===== config.mk =====
export PLATFORM = sky130hd
export DESIGN_NAME = link_sequence_controller
export DESIGN_NICKNAME = d
export VERILOG_FILES = /design/src/design/lsc_pkg.sv /design/src/design/lsc_engine.sv /design/src/design/lsc_result_queue.sv /design/src/design/link_sequence_controller.sv
export SDC_FILE = /design/constraint.sdc
export NUM_CORES = 1
export LEC_CHECK = 0
export BUFFER_PORTS_ARGS = -buffer_cell sky130_fd_sc_hd__buf_2
export CORE_UTILIZATION = 35
export CTS_CLUSTER_DIAMETER = 120
export CTS_CLUSTER_SIZE = 28
export DETAILED_ROUTE_END_ITERATION = 7
export PLACE_DENSITY = 0.64
export SYNTH_ARGS = -nofsm -noshare
export SYNTH_HDL_FRONTEND = slang
export SYNTH_SLANG_ARGS = --single-unit

===== constraint.sdc =====
create_clock -name clk -period 4.3 [get_ports clk]
set_input_delay 0.86 -clock clk [delete_from_list [all_inputs] [get_ports clk]]
set_output_delay 0.86 -clock clk [all_outputs]
set_load 0.03 [all_outputs]

===== src/design/lsc_pkg.sv =====
// Shared types and constants of the link sequence controller.
`default_nettype none

package lsc_pkg;

  // Event kinds carried with each input transaction.
  typedef enum logic [1:0] {
    OP_SEND_REQ = 2'd0,
    OP_TICK     = 2'd1,
    OP_RESTART  = 2'd2,
    OP_REPORT   = 2'd3
  } op_t;

  // Commands issued by the sequencer.
  typedef enum logic [2:0] {
    ACT_SEND_DATA  = 3'd0,
    ACT_SEND_IDLE  = 3'd1,
    ACT_POST_RX    = 3'd2,
    ACT_LINE_RESET = 3'd3,
    ACT_DELIVER    = 3'd4,
    ACT_FREE_TX    = 3'd5
  } action_t;

  // Cause of a line reset.
  typedef enum logic [1:0] {
    ERR_NONE     = 2'd0,
    ERR_SEQUENCE = 2'd1,
    ERR_FATAL    = 2'd2,
    ERR_UNKNOWN  = 2'd3
  } err_t;

  // Device report kinds.
  localparam logic [2:0] RTYPE_TX   = 3'd0;
  localparam logic [2:0] RTYPE_CTRL = 3'd1;
  localparam logic [2:0] RTYPE_RX   = 3'd4;

  // Control words.
  localparam logic [15:0] CTRL_OVERRUN    = 16'o4;
  localparam logic [15:0] CTRL_FATAL_MASK = 16'o1772;

  // Register reset values and byte addresses.
  localparam logic [7:0] IDLE_LIMIT_RESET = 8'd10;
  localparam int unsigned CFG_ADDR_W = 3;
  localparam logic [CFG_ADDR_W-1:0] ADDR_IDLE_LIMIT    = 3'd0;
  localparam logic [CFG_ADDR_W-1:0] ADDR_FORCE_OVERRUN = 3'd4;

  // Result queue depth; one event can add two entries.
  localparam int unsigned QUEUE_DEPTH = 4;

  typedef struct packed {
    logic [7:0] idle_limit;
    logic       force_overrun;
  } cfg_t;

  typedef struct packed {
    op_t         op;
    logic        queue_nonempty;
    logic        free_buffer_ok;
    logic        report_ready;
    logic [2:0]  report_type;
    logic        rx_is_data;
    logic [7:0]  rx_seq;
    logic [15:0] control_code;
  } item_t;

  typedef struct packed {
    action_t     action;
    logic [7:0]  packet_seq;
    err_t        error_kind;
    logic [7:0]  expected_seq;
    logic        link_up;
    logic [15:0] overrun_total;
    logic        last;
  } result_t;

endpackage

`default_nettype wire


===== src/design/lsc_engine.sv =====
// Sequencer state and the update that one event makes to it.
`default_nettype none

module lsc_engine #(
  parameter int unsigned SEQ_WIDTH = 8
) (
  input  wire logic            clk,
  input  wire logic            rst,
  input  wire lsc_pkg::cfg_t   cfg,
  input  wire logic            item_valid,
  input  wire lsc_pkg::item_t  item,
  output logic [1:0]           res_count,
  output lsc_pkg::result_t     res0,
  output lsc_pkg::result_t     res1
);
  import lsc_pkg::*;

  logic                 tx_busy, tx_busy_next;
  logic                 rx_posted, rx_posted_next;
  logic [SEQ_WIDTH-1:0] tx_seq, tx_seq_next;
  logic [SEQ_WIDTH-1:0] rx_seq, rx_seq_next;
  logic [7:0]           idle_ticks, idle_ticks_next;
  logic                 up_flag, up_flag_next;
  logic                 rx_held, rx_held_next;
  logic                 tx_held, tx_held_next;
  logic [15:0]          overrun_count, overrun_count_next;
  logic [7:0]           spurious_count, spurious_count_next;

  logic [SEQ_WIDTH+7:0] rx_seq_ext;
  logic [SEQ_WIDTH-1:0] rseq;
  logic [SEQ_WIDTH+7:0] tx_seq_ext;
  logic [SEQ_WIDTH+7:0] rx_exp_ext;

  action_t    a0_action, a1_action;
  logic [7:0] a0_seq, a1_seq;
  err_t       a0_err;
  logic [7:0] a0_exp;
  logic [1:0] cnt;
  logic       restart;

  // Received numbers are compared on their low SEQ_WIDTH bits; outgoing
  // numbers are presented on eight bits.
  assign rx_seq_ext = {{SEQ_WIDTH{1'b0}}, item.rx_seq};
  assign rseq       = rx_seq_ext[SEQ_WIDTH-1:0];
  assign tx_seq_ext = {8'd0, tx_seq};
  assign rx_exp_ext = {8'd0, rx_seq};

  always_comb begin
    tx_busy_next        = tx_busy;
    rx_posted_next      = rx_posted;
    tx_seq_next         = tx_seq;
    rx_seq_next         = rx_seq;
    idle_ticks_next     = idle_ticks;
    up_flag_next        = up_flag;
    rx_held_next        = rx_held;
    tx_held_next        = tx_held;
    overrun_count_next  = overrun_count;
    spurious_count_next = spurious_count;
    a0_action = ACT_SEND_DATA;
    a1_action = ACT_SEND_DATA;
    a0_seq    = 8'd0;
    a1_seq    = 8'd0;
    a0_err    = ERR_NONE;
    a0_exp    = 8'd0;
    cnt       = 2'd0;
    restart   = 1'b0;

    unique case (item.op)
      OP_SEND_REQ: begin
        if (!tx_busy && item.queue_nonempty) begin
          tx_busy_next = 1'b1;
          tx_held_next = 1'b1;
          tx_seq_next  = tx_seq + SEQ_WIDTH'(1);
          a0_action    = ACT_SEND_DATA;
          a0_seq       = tx_seq_ext[7:0];
          cnt          = 2'd1;
        end
      end
      OP_TICK: begin
        if (!tx_busy) begin
          if (idle_ticks != 8'hFF) begin
            idle_ticks_next = idle_ticks + 8'd1;
          end
          if (idle_ticks >= cfg.idle_limit) begin
            tx_busy_next = 1'b1;
            a0_action    = ACT_SEND_IDLE;
            cnt          = 2'd1;
          end
        end
      end
      OP_RESTART: begin
        restart   = 1'b1;
        a0_action = ACT_LINE_RESET;
        a0_err    = ERR_NONE;
        cnt       = 2'd1;
      end
      OP_REPORT: begin
        priority if (!item.report_ready) begin
          if (spurious_count != 8'hFF) begin
            spurious_count_next = spurious_count + 8'd1;
          end
        end else if (item.report_type == RTYPE_RX) begin
          up_flag_next = 1'b1;
          if (item.rx_is_data) begin
            rx_seq_next = rx_seq + SEQ_WIDTH'(1);
            if (rseq != rx_seq) begin
              restart   = 1'b1;
              a0_action = ACT_LINE_RESET;
              a0_err    = ERR_SEQUENCE;
              a0_exp    = rx_exp_ext[7:0];
              cnt       = 2'd1;
            end else begin
              a0_action      = ACT_DELIVER;
              rx_held_next   = item.free_buffer_ok;
              rx_posted_next = item.free_buffer_ok && !cfg.force_overrun;
              a1_action      = ACT_POST_RX;
              cnt            = rx_posted_next ? 2'd2 : 2'd1;
            end
          end else begin
            rx_posted_next = rx_held && !cfg.force_overrun;
            a0_action      = ACT_POST_RX;
            cnt            = rx_posted_next ? 2'd1 : 2'd0;
          end
        end else if (item.report_type == RTYPE_TX) begin
          if (tx_busy) begin
            idle_ticks_next = 8'd0;
            tx_busy_next    = item.queue_nonempty;
            tx_held_next    = item.queue_nonempty;
            if (item.queue_nonempty) begin
              tx_seq_next = tx_seq + SEQ_WIDTH'(1);
            end
            // A freed buffer comes before the next data packet.
            if (tx_held) begin
              a0_action = ACT_FREE_TX;
              a1_action = ACT_SEND_DATA;
              a1_seq    = tx_seq_ext[7:0];
              cnt       = item.queue_nonempty ? 2'd2 : 2'd1;
            end else begin
              a0_action = ACT_SEND_DATA;
              a0_seq    = tx_seq_ext[7:0];
              cnt       = item.queue_nonempty ? 2'd1 : 2'd0;
            end
          end
        end else if (item.report_type == RTYPE_CTRL) begin
          if (item.control_code == CTRL_OVERRUN) begin
            if (overrun_count != 16'hFFFF) begin
              overrun_count_next = overrun_count + 16'd1;
            end
            if (!rx_posted) begin
              rx_held_next   = rx_held || item.free_buffer_ok;
              rx_posted_next = rx_held_next && !cfg.force_overrun;
              a0_action      = ACT_POST_RX;
              cnt            = rx_posted_next ? 2'd1 : 2'd0;
            end
          end else if ((item.control_code & CTRL_FATAL_MASK) != 16'd0) begin
            restart   = 1'b1;
            a0_action = ACT_LINE_RESET;
            a0_err    = ERR_FATAL;
            cnt       = 2'd1;
          end
        end else begin
          restart   = 1'b1;
          a0_action = ACT_LINE_RESET;
          a0_err    = ERR_UNKNOWN;
          cnt       = 2'd1;
        end
      end
      default: begin
      end
    endcase

    // A line restart is always the final step of an event.
    if (restart) begin
      up_flag_next    = 1'b0;
      tx_busy_next    = 1'b0;
      tx_seq_next     = '0;
      rx_seq_next     = '0;
      rx_posted_next  = 1'b0;
      idle_ticks_next = 8'd0;
      tx_held_next    = 1'b0;
    end
  end

  always_comb begin
    res_count = item_valid ? cnt : 2'd0;

    res0.action        = a0_action;
    res0.packet_seq    = a0_seq;
    res0.error_kind    = a0_err;
    res0.expected_seq  = a0_exp;
    res0.link_up       = up_flag_next;
    res0.overrun_total = overrun_count_next;
    res0.last          = (cnt == 2'd1);

    res1.action        = a1_action;
    res1.packet_seq    = a1_seq;
    res1.error_kind    = ERR_NONE;
    res1.expected_seq  = 8'd0;
    res1.link_up       = up_flag_next;
    res1.overrun_total = overrun_count_next;
    res1.last          = 1'b1;
  end

  always_ff @(posedge clk) begin
    if (rst) begin
      tx_busy        <= 1'b0;
      rx_posted      <= 1'b0;
      tx_seq         <= '0;
      rx_seq         <= '0;
      idle_ticks     <= 8'd0;
      up_flag        <= 1'b0;
      rx_held        <= 1'b0;
      tx_held        <= 1'b0;
      overrun_count  <= 16'd0;
      spurious_count <= 8'd0;
    end else if (item_valid) begin
      tx_busy        <= tx_busy_next;
      rx_posted      <= rx_posted_next;
      tx_seq         <= tx_seq_next;
      rx_seq         <= rx_seq_next;
      idle_ticks     <= idle_ticks_next;
      up_flag        <= up_flag_next;
      rx_held        <= rx_held_next;
      tx_held        <= tx_held_next;
      overrun_count  <= overrun_count_next;
      spurious_count <= spurious_count_next;
    end
  end

`ifndef NO_ASSERTIONS
  a_reset_clears_link: assert property (@(posedge clk) disable iff (rst)
    (item_valid && res_count != 2'd0 && res0.action == ACT_LINE_RESET)
    |=> (!tx_busy && !up_flag && tx_seq == '0 && rx_seq == '0))
    else $error("line reset left link state behind");

  a_busy_tick_holds: assert property (@(posedge clk) disable iff (rst)
    (item_valid && item.op == OP_TICK && tx_busy) |=> $stable(idle_ticks))
    else $error("idle counter moved while transmit busy");

  a_send_advances_seq: assert property (@(posedge clk) disable iff (rst)
    (item_valid && item.op == OP_SEND_REQ && res_count == 2'd1)
    |=> (tx_seq == $past(tx_seq) + SEQ_WIDTH'(1) && tx_busy))
    else $error("data send did not advance the transmit sequence");
`endif

endmodule

`default_nettype wire


===== src/design/lsc_result_queue.sv =====
// Small result queue that takes up to two results a cycle and gives one while the output is ready.
`default_nettype none

module lsc_result_queue (
  input  wire logic              clk,
  input  wire logic              rst,
  input  wire logic [1:0]        push_count,
  input  wire lsc_pkg::result_t  push0,
  input  wire lsc_pkg::result_t  push1,
  output logic                   room2,
  output logic                   out_valid,
  input  wire logic              out_ready,
  output lsc_pkg::result_t       out_data
);
  import lsc_pkg::*;

  localparam int unsigned PTR_W = $clog2(QUEUE_DEPTH);
  localparam int unsigned CNT_W = PTR_W + 1;

  result_t            mem [QUEUE_DEPTH];
  logic [PTR_W-1:0]   wr_ptr, rd_ptr;
  logic [PTR_W-1:0]   wr_ptr1;
  logic [CNT_W-1:0]   count, count_next;
  logic               pop;

  assign out_valid = (count != '0);
  assign out_data  = mem[rd_ptr];
  assign pop       = out_valid && out_ready;
  assign room2     = (count <= CNT_W'(QUEUE_DEPTH - 2));
  assign wr_ptr1   = wr_ptr + PTR_W'(1);
  assign count_next = count + CNT_W'(push_count) - CNT_W'(pop);

  always_ff @(posedge clk) begin
    if (push_count != 2'd0) begin
      mem[wr_ptr] <= push0;
    end
    if (push_count == 2'd2) begin
      mem[wr_ptr1] <= push1;
    end
  end

  always_ff @(posedge clk) begin
    if (rst) begin
      wr_ptr <= '0;
      rd_ptr <= '0;
      count  <= '0;
    end else begin
      wr_ptr <= wr_ptr + PTR_W'(push_count);
      rd_ptr <= rd_ptr + PTR_W'(pop);
      count  <= count_next;
    end
  end

`ifndef NO_ASSERTIONS
  a_no_overflow: assert property (@(posedge clk) disable iff (rst)
    (push_count != 2'd0) |-> (count + CNT_W'(push_count) <= CNT_W'(QUEUE_DEPTH)))
    else $error("result queue overflow");

  a_pair_needs_room: assert property (@(posedge clk) disable iff (rst)
    (push_count == 2'd2) |-> room2)
    else $error("two results pushed without room");
`endif

endmodule

`default_nettype wire


===== src/design/link_sequence_controller.sv =====
// Top level of the link sequence controller: ports, registers, input stage.
`default_nettype none

// Channel   Direction  Transaction
// s_axis    in         one event: tuser = op, tdata = event fields
// m_axis    out        one command: tuser = action, tlast = final command of an event
// apb       in/out     register access: idle_limit at 0x0, force_overrun at 0x4
//
// An accepted event sits in the input register, where the engine
// updates the link state and writes zero, one or two commands into a
// four-entry result queue. An event leaves the input register only when the
// queue has room for two commands, so one event a cycle is sustained while
// events give at most one command each and the output side keeps taking them.
// Reset (rst, synchronous, active high) clears the link state, the counts,
// the queue and the registers to idle_limit 10 and force_overrun 0.
// The event side stalls only while the queue lacks room for two commands.

module link_sequence_controller #(
  parameter int unsigned SEQ_WIDTH = 8
) (
  input  wire logic        clk,
  input  wire logic        rst,
  // Event input.
  input  wire logic        s_axis_tvalid,
  output logic             s_axis_tready,
  // [0] queue_nonempty, [1] free_buffer_ok, [2] report_ready, [5:3] report_type,
  // [6] rx_is_data, [14:7] rx_seq, [30:15] control_code, [31] zero
  input  wire logic [31:0] s_axis_tdata,
  // [1:0] op
  input  wire logic [1:0]  s_axis_tuser,
  // Command output.
  output logic             m_axis_tvalid,
  input  wire logic        m_axis_tready,
  // [7:0] packet_seq, [9:8] error_kind, [17:10] expected_seq, [18] link_up,
  // [34:19] overrun_total, [39:35] zero
  output logic [39:0]      m_axis_tdata,
  // [2:0] action
  output logic [2:0]       m_axis_tuser,
  output logic             m_axis_tlast,
  // Register port.
  input  wire logic        psel,
  input  wire logic        penable,
  input  wire logic        pwrite,
  input  wire logic [2:0]  paddr,
  input  wire logic [31:0] pwdata,
  output logic [31:0]      prdata,
  output logic             pready
);
  import lsc_pkg::*;

  cfg_t       cfg;
  logic       cfg_write;

  logic       in_valid;
  item_t      in_item;
  item_t      s_item;
  logic       room2;
  logic       fire;

  logic [1:0] res_count;
  result_t    res0, res1;
  result_t    out_res;

  // Registers are decoded on paddr[2]; the low address bits are ignored.
  assign pready    = 1'b1;
  assign cfg_write = psel && penable && pwrite && pready;

  always_ff @(posedge clk) begin
    if (rst) begin
      cfg.idle_limit    <= IDLE_LIMIT_RESET;
      cfg.force_overrun <= 1'b0;
    end else if (cfg_write) begin
      if (paddr[2] == ADDR_FORCE_OVERRUN[2]) begin
        cfg.force_overrun <= pwdata[0];
      end else begin
        cfg.idle_limit <= pwdata[7:0];
      end
    end
  end

  always_comb begin
    if (paddr[2] == ADDR_FORCE_OVERRUN[2]) begin
      prdata = {31'd0, cfg.force_overrun};
    end else begin
      prdata = {24'd0, cfg.idle_limit};
    end
  end

  // Unpack the event transaction.
  always_comb begin
    s_item.op             = op_t'(s_axis_tuser);
    s_item.queue_nonempty = s_axis_tdata[0];
    s_item.free_buffer_ok = s_axis_tdata[1];
    s_item.report_ready   = s_axis_tdata[2];
    s_item.report_type    = s_axis_tdata[5:3];
    s_item.rx_is_data     = s_axis_tdata[6];
    s_item.rx_seq         = s_axis_tdata[14:7];
    s_item.control_code   = s_axis_tdata[30:15];
  end

  // The input register is processed once the queue can absorb a full pair of
  // commands; a new event may enter in the same cycle.
  assign fire          = in_valid && room2;
  assign s_axis_tready = !in_valid || fire;

  always_ff @(posedge clk) begin
    if (rst) begin
      in_valid <= 1'b0;
    end else if (s_axis_tready) begin
      in_valid <= s_axis_tvalid;
    end
  end

  always_ff @(posedge clk) begin
    if (s_axis_tvalid && s_axis_tready) begin
      in_item <= s_item;
    end
  end

  lsc_engine #(
    .SEQ_WIDTH (SEQ_WIDTH)
  ) u_engine (
    .clk        (clk),
    .rst        (rst),
    .cfg        (cfg),
    .item_valid (fire),
    .item       (in_item),
    .res_count  (res_count),
    .res0       (res0),
    .res1       (res1)
  );

  lsc_result_queue u_queue (
    .clk        (clk),
    .rst        (rst),
    .push_count (res_count),
    .push0      (res0),
    .push1      (res1),
    .room2      (room2),
    .out_valid  (m_axis_tvalid),
    .out_ready  (m_axis_tready),
    .out_data   (out_res)
  );

  // Pack the command transaction.
  assign m_axis_tuser = out_res.action;
  assign m_axis_tlast = out_res.last;
  assign m_axis_tdata = {5'd0, out_res.overrun_total, out_res.link_up,
                         out_res.expected_seq, out_res.error_kind, out_res.packet_seq};

endmodule

`default_nettype wire

Yosys cells after proc, flatten, opt, wreduce, memory -nomap -nowiden

Memories as Yosys holds them, arrays and structs flattened. A register that Yosys moved wholly into a read port is not among the register bits.
Index checks and enable logic that the tools add are counted.

Add/sub/neg operators: 9
$lt $le $gt $ge: 2
Equal/unequal tests: 25
Multiplexer cells: 146
Bitwise operators: 1
Reduce and logical (&&, ||, !) cells: 39

Operator list:

| kind                                                                    | number |
|---|---|
| 8-bit 2-to-1 mux                                                        | 37 |
| 16-bit 2-to-1 mux                                                       | 7 |
| 1-bit 2-to-1 mux                                                        | 54 |
| 2-bit 2-to-1 mux                                                        | 26 |
| 8-bit case mux with 2 select lines                                      | 3 |
| 3-bit 2-to-1 mux                                                        | 14 |
| 8-bit by 1-bit adder with 8-bit output, second input constant           | 3 |
| 16-bit by 1-bit adder with 16-bit output, second input constant         | 1 |
| 16-bit by 3-bit == test with 1-bit output, second input constant        | 1 |
| 16-bit inequality test, second input constant                           | 1 |
| 8-bit AND reduction                                                     | 2 |
| 16-bit nonzero test                                                     | 1 |
| 3-bit by 1-bit inequality test with 1-bit output, second input constant | 5 |
| 3-bit nonzero test                                                      | 5 |
| 7-bit AND reduction                                                     | 2 |
| 2-bit nonzero test                                                      | 7 |
| 3-bit case mux with 4 select lines                                      | 1 |
| 1-bit logical AND                                                       | 9 |
| 3-bit by 2-bit inequality test with 1-bit output, second input constant | 3 |
| 9-bit AND reduction                                                     | 1 |
| 8-bit greater-or-equal comparator                                       | 1 |
| 8-bit inequality test                                                   | 1 |
| 8-bit inequality test, second input constant                            | 1 |
| 2-bit case mux with 4 select lines                                      | 1 |
| other kinds (25)                                                        | 35 |

Bits in registers: 95
Bits in writable memories: 156
Memories: 1

Memory list:

| memory      | depth | bits a word | read ports | clocked after memory_dff | wr ports | RTL line               | source |
|---|---|---|---|---|---|---|---|
| u_queue.mem | 4     | 39          | 1          | 1                        | 2        | lsc_result_queue.sv:20 | `result_t mem [QUEUE_DEPTH];` |

Longest topological paths before layout

Gate-level depths: netlist (run 1).

Depth after elaboration: 14
Gate-level depth with buffers: 15

By module

From an unflattened synthesis (run 1), not the netlist that was laid out.

Cell total of the unflattened synthesis: 1067
Area, all modules: 13770.7 um^2

By module, submodules not included:

| module                   | instances | cells an instance | area an instance (um^2) |
|---|---|---|---|
| lsc_result_queue         | 1         | 422               | 7986.4 |
| lsc_engine               | 1         | 525               | 4030.1 |
| link_sequence_controller | 1         | 120               | 1754.2 |

Worst setup path after synthesis (run 1)

Ideal clock, no wire load.

Kind: register to register
From: register in_item[31] (netlist name)
To: memory u_queue.mem[3][10] (netlist name), enable pin
Library setup time: 0.383 ns
Data arrival time: 2.996 ns
Required time: 3.917 ns
Setup slack: 0.921 ns
Cell stages (with the launch flop): 12
Path buffers: 3
Clock period less this slack: 3.379 ns
Path through: edfxtp_1 -> ha_1 -> clkbuf_1 -> nand2_1 -> a21oi_1 -> o21a_1 -> a311o_1 -> a2bb2oi_1 -> or3_1 -> clkbuf_1 -> clkbuf_1 -> nand2_1

RTL lines:

| what                     | RTL line                        | source |
|---|---|---|
| start: declaration       | link_sequence_controller.sv:55  | `item_t in_item;` |
| start signal: assignment | link_sequence_controller.sv:116 | `in_item <= s_item;` |
| end: declaration         | lsc_result_queue.sv:20          |  |

==> out/results.ini, run 1 <==
[floorplan]
rows = 68
initial_utilization_pct = 35.8
fp.coreArea_um2 = 34800
floorplan.die_area_um2 = 36300
boundaryPins = 155
die_height_um = 191
floorplan.die.width_um = 191

[setup_path]
worstPathRequired_ps = 4630
worst-path-max-fanout = 39
worstSetupEndpointType = register
critical_path.startpoint_type = register
criticalPathCategory = register to register
critical_path_arrival_ps = 3910

[global_route]
first_global_vias = 8750
grt.overflow.total = 0
grtUsageMet1_pct = 22.9
grt_pass1_wl_um = 48600
busiest_layer_in_global_routing = met2
antenna_found_initial = 0
grt_max_degree = 40
met2_usage_pct = 28.5
global_route.usage.total_pct = 16.9
global_route_met3_usage_pct = 2.23

[status]
status = finished, final reports clean

[synthesis]
yosys-top-cells-count = sky130_fd_sc_hd__a21oi_1, sky130_fd_sc_hd__edfxtp_1, sky130_fd_sc_hd__dfxtp_1
synth.yosys.seq_area_share_pct = 51.4
post_synth_instance_area_um2 = 12500
syn_inst = 1171
synthMostInstantiatedCell = sky130_fd_sc_hd__a21oi_1
yosys_register_bits = 251
ys_warnings = 0
yosys-top-cells-area = sky130_fd_sc_hd__edfxtp_1, sky130_fd_sc_hd__dfxtp_1, sky130_fd_sc_hd__mux4_2, sky130_fd_sc_hd__a21oi_1, sky130_fd_sc_hd__o211ai_1
asyncSetResetFlopFracSynth_pct = 0
synthDistinctLibCells = 67
yosysTopAreaCellShare_pct = 33.0
postSynthAreaPerCell_um2 = 10.6
yosys_most_used_dff = sky130_fd_sc_hd__edfxtp_1
yosys.area.top_type = sky130_fd_sc_hd__edfxtp_1
number_of_synthesized_flops_with_an_enable_pin = 137

[placed_design]
placed_cells = 1681
dp_hpwl_um = 20500
buffer_ports.inserted = 97
finalWeightedCongestion = 0.880
preCtsSetupSlack_ps = 786

[sta]
layout_worst_path_cycle_share_pct = 83.2
setup-violations-final = 0
hold_fails_final_rpt = 0
worst_slew_pin_slew_ps = 1150
max_freq_ghz = 0.280
finalWorstSetupSlack_ps = 723
drv_slew = 0
finalClockSkew_ps = 13.5
fin_setup_tns_ps = 0
rsz_0062_raised_after_global_routing = false
timing.slew.headroom_pct = 22.0
clock_period_minus_final_worst_setup_slack_ps = 3580

[power]
leakage_nw = 4.54
power_per_cell_area_nw_per_um2 = 378
internal_power_of_the_cells_mw = 3.63
vdd.ir_drop.worst_mv = 0.280
net-switching-power_mw = 1.58
power_switching_share_pct = 30.3
total_power_mw = 5.21
power.combinational.fraction_pct = 22.3
p_clk_share_pct = 25.2
power_frac_seq_pct = 52.5

[clocking]
hold_buffers = 0
clk_latency_ps = 490
htreeDepth = 1
cts_tree = yes
cts_setup_buffers = 0
post_cts.resized_instances = 0
cts.reportedPaths.clkPinSlew_ps = 110
ctsRootBufferMaster = sky130_fd_sc_hd__clkbuf_16
cts.sinks = 251
cts_made_buffers = 12
clock_buffer_depth = 3

[drt]
route.detailed.drc = 0
detailedRoute.firstPassIterationCount = 5
drt_iter0_markers = 800
finalWirelength_um = 30800
routed_wire_length_per_instance_um = 18.1
antenna_left = 0
avgViaCountPerCell = 5.44
route.vias.total = 9245

[worst_hold_path]
hold_class = register to register

[run]
maxCapViolCount = 0

[final_layout]
layout-drive-gt1-share_pct = 16.8
final_util_pct = 39.6
syn2layout_area_growth_pct = 10.6
filler_cell_count = 3383
finalNetCount = 1341
final_cells = 1701
antenna_cells_inserted = 0

## power by group through the flow
stage	combinational, mW	sequential (mW)	clock [mW]
floorplan	0.923	2.71	0
global placement	1.17	2.79	0
detailed placement	1.18	2.79	0
CTS	1.18	2.73	1.36
global route	1.25	2.75	1.43
finish	1.16	2.73	1.31
## state kept, by name, summed over array words and instances (netlist names), 2 cells and up
signal / cells
u_engine.rx_seq: 8
u_queue.wr_ptr: 2
u_queue.rd_ptr: 2
u_engine.overrun_count: 16
in_item: 33
u_queue.count: 3
u_engine.tx_seq: 8
u_queue.mem: 156
u_engine.idle_ticks: 8
cfg: 9
## metal layers
layer / routed length [µm] / vias to the layer above
li1: - / 4431
met3: 1870 / 41
met5: 0 / -
met4: 614 / 0
met2: 14900 / 301
met1: 13400 / 4472
## metrics by stage
stage	hold WS, ps	instance area [µm²]
after floorplan	432	12600
final	473	13800
after global placement	448	13400
after global routing	490	13800
after CTS	474	13800
after detailed placement	458	13400
## cell families after synthesis
| family | share of synthesized area (%) |
|---|---|
| compound gates | 15.4 |
| xor+xnor | 2.88 |
| fa+ha+maj | 2.57 |
| buf+inv | 5.23 |
| flops | 51.4 |
| mux | 8.44 |
| other cells | 0.0603 |
| simple gates | 14.1 |
## worst paths after layout
| kind | end | slack (ps) | startpoint | depth (start not counted) |
|---|---|---|---|---|
| worst max-delay path | u_queue.mem[1][32]$_DFFE_PP_ | 720 | in_item[27]$_DFFE_PP_ | 8 |
| worst min-delay path | u_queue.mem[3][21]$_SDFFE_PP0N_ | 470 | u_queue.mem[3][21]$_SDFFE_PP0N_ | 2 |
| worst max register to register | u_queue.mem[1][32]$_DFFE_PP_ | 720 | in_item[27]$_DFFE_PP_ | 8 |
| worst min register to register | u_queue.mem[3][21]$_SDFFE_PP0N_ | 470 | u_queue.mem[3][21]$_SDFFE_PP0N_ | 2 |
## layout make-up
cell class	instances	area [µm²]	share of cell area [%]
well taps	455	569	4.13
multi-input cells	808	5530	40.1
inverters	30	113	0.818
flip-flops and latches	251	6400	46.5
repair buffers	137	811	5.89
clock buffers	20	352	2.55
## cell usage in the layout (no fill, tap or decap), types with 15 or more instances in the layout
master,n
sky130_fd_sc_hd__a21oi_1,162
sky130_fd_sc_hd__mux2i_1,15
sky130_fd_sc_hd__mux4_2,39
sky130_fd_sc_hd__nand2b_1,17
sky130_fd_sc_hd__buf_2,97
sky130_fd_sc_hd__ha_1,24
sky130_fd_sc_hd__o21ai_0,32
sky130_fd_sc_hd__xor2_1,29
sky130_fd_sc_hd__conb_1,30
sky130_fd_sc_hd__dfxtp_1,112
sky130_fd_sc_hd__nand3_1,66
sky130_fd_sc_hd__o211ai_1,50
sky130_fd_sc_hd__nor2_1,81
sky130_fd_sc_hd__nor3_1,20
sky130_fd_sc_hd__edfxtp_1,137
sky130_fd_sc_hd__nand2_1,57
sky130_fd_sc_hd__buf_4,38
sky130_fd_sc_hd__inv_1,29
sky130_fd_sc_hd__and2_1,17
## worst max-delay path: stages, from the launching register on
cell	delay, ps
sky130_fd_sc_hd__edfxtp_1	580
sky130_fd_sc_hd__nor3_1	250
sky130_fd_sc_hd__nand4_1	300
sky130_fd_sc_hd__o21a_1	280
sky130_fd_sc_hd__a311o_1	420
sky130_fd_sc_hd__a2bb2oi_4	210
sky130_fd_sc_hd__buf_4	270
sky130_fd_sc_hd__or4_1	840
sky130_fd_sc_hd__a21oi_1	260
Note: power is estimated with default switching activity, not from simulation.
==> inputs of run 2 (changes only) <==
==> constraint.sdc (replaced) <==
create_clock -name clk -period 3.4 [get_ports clk]
set_input_delay 0.68 -clock clk [delete_from_list [all_inputs] [get_ports clk]]
set_output_delay 0.68 -clock clk [all_outputs]
set_load 0.03 [all_outputs]
==> run 2 against run 1 <==
  * Routed wire length grew 0.57%
  * Register-to-register slack lost 490 ps
  * Combinational power grew 35%
  * Clock skew grew 13 ps
  * Utilization grew 0.76 points
  * Global-route usage shrank 0.20 points
  * Highest routed layer unchanged
  * Critical endpoint is now u_queue.mem[3][0]$_SDFFE_PP1N_
  * Cell area grew 1.9%
==> out/results.ini, run 2 (synthesized netlist as in run 1, its figures left out) <==
[setup_path]
cp_common_cell = sky130_fd_sc_hd__buf_4
critical_path.slowest_cell = sky130_fd_sc_hd__buf_4
critical_path_arrival_ps = 3580
length_in_cells_of_the_worst_reg_to_reg_path = 9
cp-endpoint = u_queue.mem[3][0]$_SDFFE_PP1N_
timing.reg2reg.setup_slack_ps = 230
cp_slowest_stage_delay_ps = 530
cp.buffers_inverters = 2
crit_start = in_item[32]$_DFFE_PP_
critical_path.startpoint_type = register
reg2reg_to = u_queue.mem[3][0]$_SDFFE_PP1N_
critical_path.top_delay_family = compound AO/OA/AOI/OAI gates
rr_startpoint = in_item[32]$_DFFE_PP_
worstPathRequired_ps = 3810
worstSetupEndpointType = register
critical_path.cell_chain = ha_1, nand2_1, nor2_1, a311o_1, a2bb2oi_4, buf_4, nor3_1, buf_4, o31a_1
worstSetupPathDepth = 9
worst-path-max-fanout = 52
criticalPathCategory = register to register

[final_layout]
largest_register_ffs = 156
filler_cell_count = 3420
layout.cells.most_common_list = sky130_fd_sc_hd__a21oi_1, sky130_fd_sc_hd__edfxtp_1, sky130_fd_sc_hd__dfxtp_1, sky130_fd_sc_hd__buf_2, sky130_fd_sc_hd__nor2_1
antenna_cells_inserted = 0
layout-drive-gt1-share_pct = 18.4
layout.cells.most_common = sky130_fd_sc_hd__a21oi_1
area_occupied_by_multi_input_gates_um2 = 5530
reg_top3 = u_queue.mem x156, in_item x33, u_engine.overrun_count x16
syn2layout_area_growth_pct = 12.7
layout.area.seq_um2 = 6400
finalNetCount = 1364
max_flop_register = u_queue.mem
final_util_pct = 40.3

[sta]
drv_slew = 0
finalWorstSetupSlack_ps = 233
finalHoldWorstSlack_ps = 347
rsz_0062_raised_after_global_routing = false
layout_worst_path_cycle_share_pct = 93.1
finalClockSkew_ps = 26.1
clock_period_minus_final_worst_setup_slack_ps = 3170
hold_fails_final_rpt = 0
worst_slew_pin_slew_ps = 930
timing.slew.headroom_pct = 37.9
fin_setup_tns_ps = 0
max_freq_ghz = 0.316
setup-violations-final = 0

[clocking]
htreeDepth = 1
cts_setup_buffers = 0
hold_buffers = 0
ctsRootBufferMaster = sky130_fd_sc_hd__clkbuf_16
post_cts.resized_instances = 0
cts_tree = yes
clk_latency_ps = 510
cts.sinks = 251
clock_buffer_depth = 3
cts.reportedPaths.clkPinSlew_ps = 110
cts_made_buffers = 13

[worst_hold_path]
hold_class = input port to register

[placed_design]
buffer_ports.inserted = 97
dp_hpwl_um = 21000
preCtsSetupSlack_ps = 265
finalWeightedCongestion = 0.877

[drt]
finalWirelength_um = 30900
drt_iter0_markers = 784
detailedRoute.firstPassIterationCount = 5
avgViaCountPerCell = 5.39
antenna_left = 0
route.detailed.drc = 0
route.vias.total = 9289
routed_wire_length_per_instance_um = 17.9

[floorplan]
boundaryPins = 155
fp.coreArea_um2 = 34800
initial_utilization_pct = 35.8
floorplan.die.width_um = 191
floorplan.die_area_um2 = 36300
die_height_um = 191
rows = 68

[power]
total_power_mw = 6.73
power_per_cell_area_nw_per_um2 = 480
vdd.ir_drop.worst_mv = 0.364
leakage_nw = 4.67

[global_route]
antenna_found_initial = 0
global_route.usage.total_pct = 16.7
grt.overflow.total = 0
first_global_vias = 8904
grt_pass1_wl_um = 47800
grt_max_degree = 64

[run]
maxCapViolCount = 0

[status]
status = finished, final reports clean

==> run 2: cell count changes in the layout (fill, tap and decap cells not counted) <==
cell,before,now
sky130_fd_sc_hd__buf_4,38,55
sky130_fd_sc_hd__buf_12,2,7
sky130_fd_sc_hd__clkbuf_1,7,5
sky130_fd_sc_hd__clkinv_8,0,1
sky130_fd_sc_hd__inv_16,0,1
sky130_fd_sc_hd__inv_6,0,1
==> run 2: how the worst min path moves through the flow <==
stage                                               start                         endpoint  slack, ps  depth (start not counted)
after detailed placement  u_queue.mem[2][20]$_SDFFE_PP0P_  u_queue.mem[2][20]$_SDFFE_PP0P_        460                          2
after global routing                      s_axis_tdata[4]            in_item[26]$_DFFE_PP_        330                          1
after CTS                                 s_axis_tdata[5]            in_item[27]$_DFFE_PP_        330                          1
after floorplan             u_engine.up_flag$_SDFFE_PP0P_    u_engine.up_flag$_SDFFE_PP0P_        430                          2
after global placement    u_queue.mem[1][22]$_SDFFE_PP0P_  u_queue.mem[1][22]$_SDFFE_PP0P_        450                          2
final                                     s_axis_tdata[5]            in_item[27]$_DFFE_PP_        350                          1
==> run 2: area by class of cell <==
type                       count  area share (%)
clock buffer                  18            2.45
clock inverter                 3           0.321
inverter                      30           0.802
multi-input combinational    808            39.4
sequential                   251            45.6
tap                          455            4.06
timing repair buffer         159            7.40
==> run 2: where the power goes <==
group / internal (mW) / total [mW] / switching (mW)
logic: 0.582 / 1.57 / 0.984
clock network: 0.749 / 1.77 / 1.02
registers: 3.31 / 3.39 / 0.0826
==> run 2: metrics by stage <==
stage                     area (µm²)  cells
after global routing           14000   1724
after global placement         13600   1703
after CTS                      14000   1724
after floorplan                12600   1199
final                          14000   1724
after detailed placement       13600   1703
==> run 2: per-layer routing <==
layer	part of all wire [%]	GRT usage, %
met5	0	0
met1	43	21.7
met2	49	29.1
met4	2.2	4.80
met3	5.7	2.12
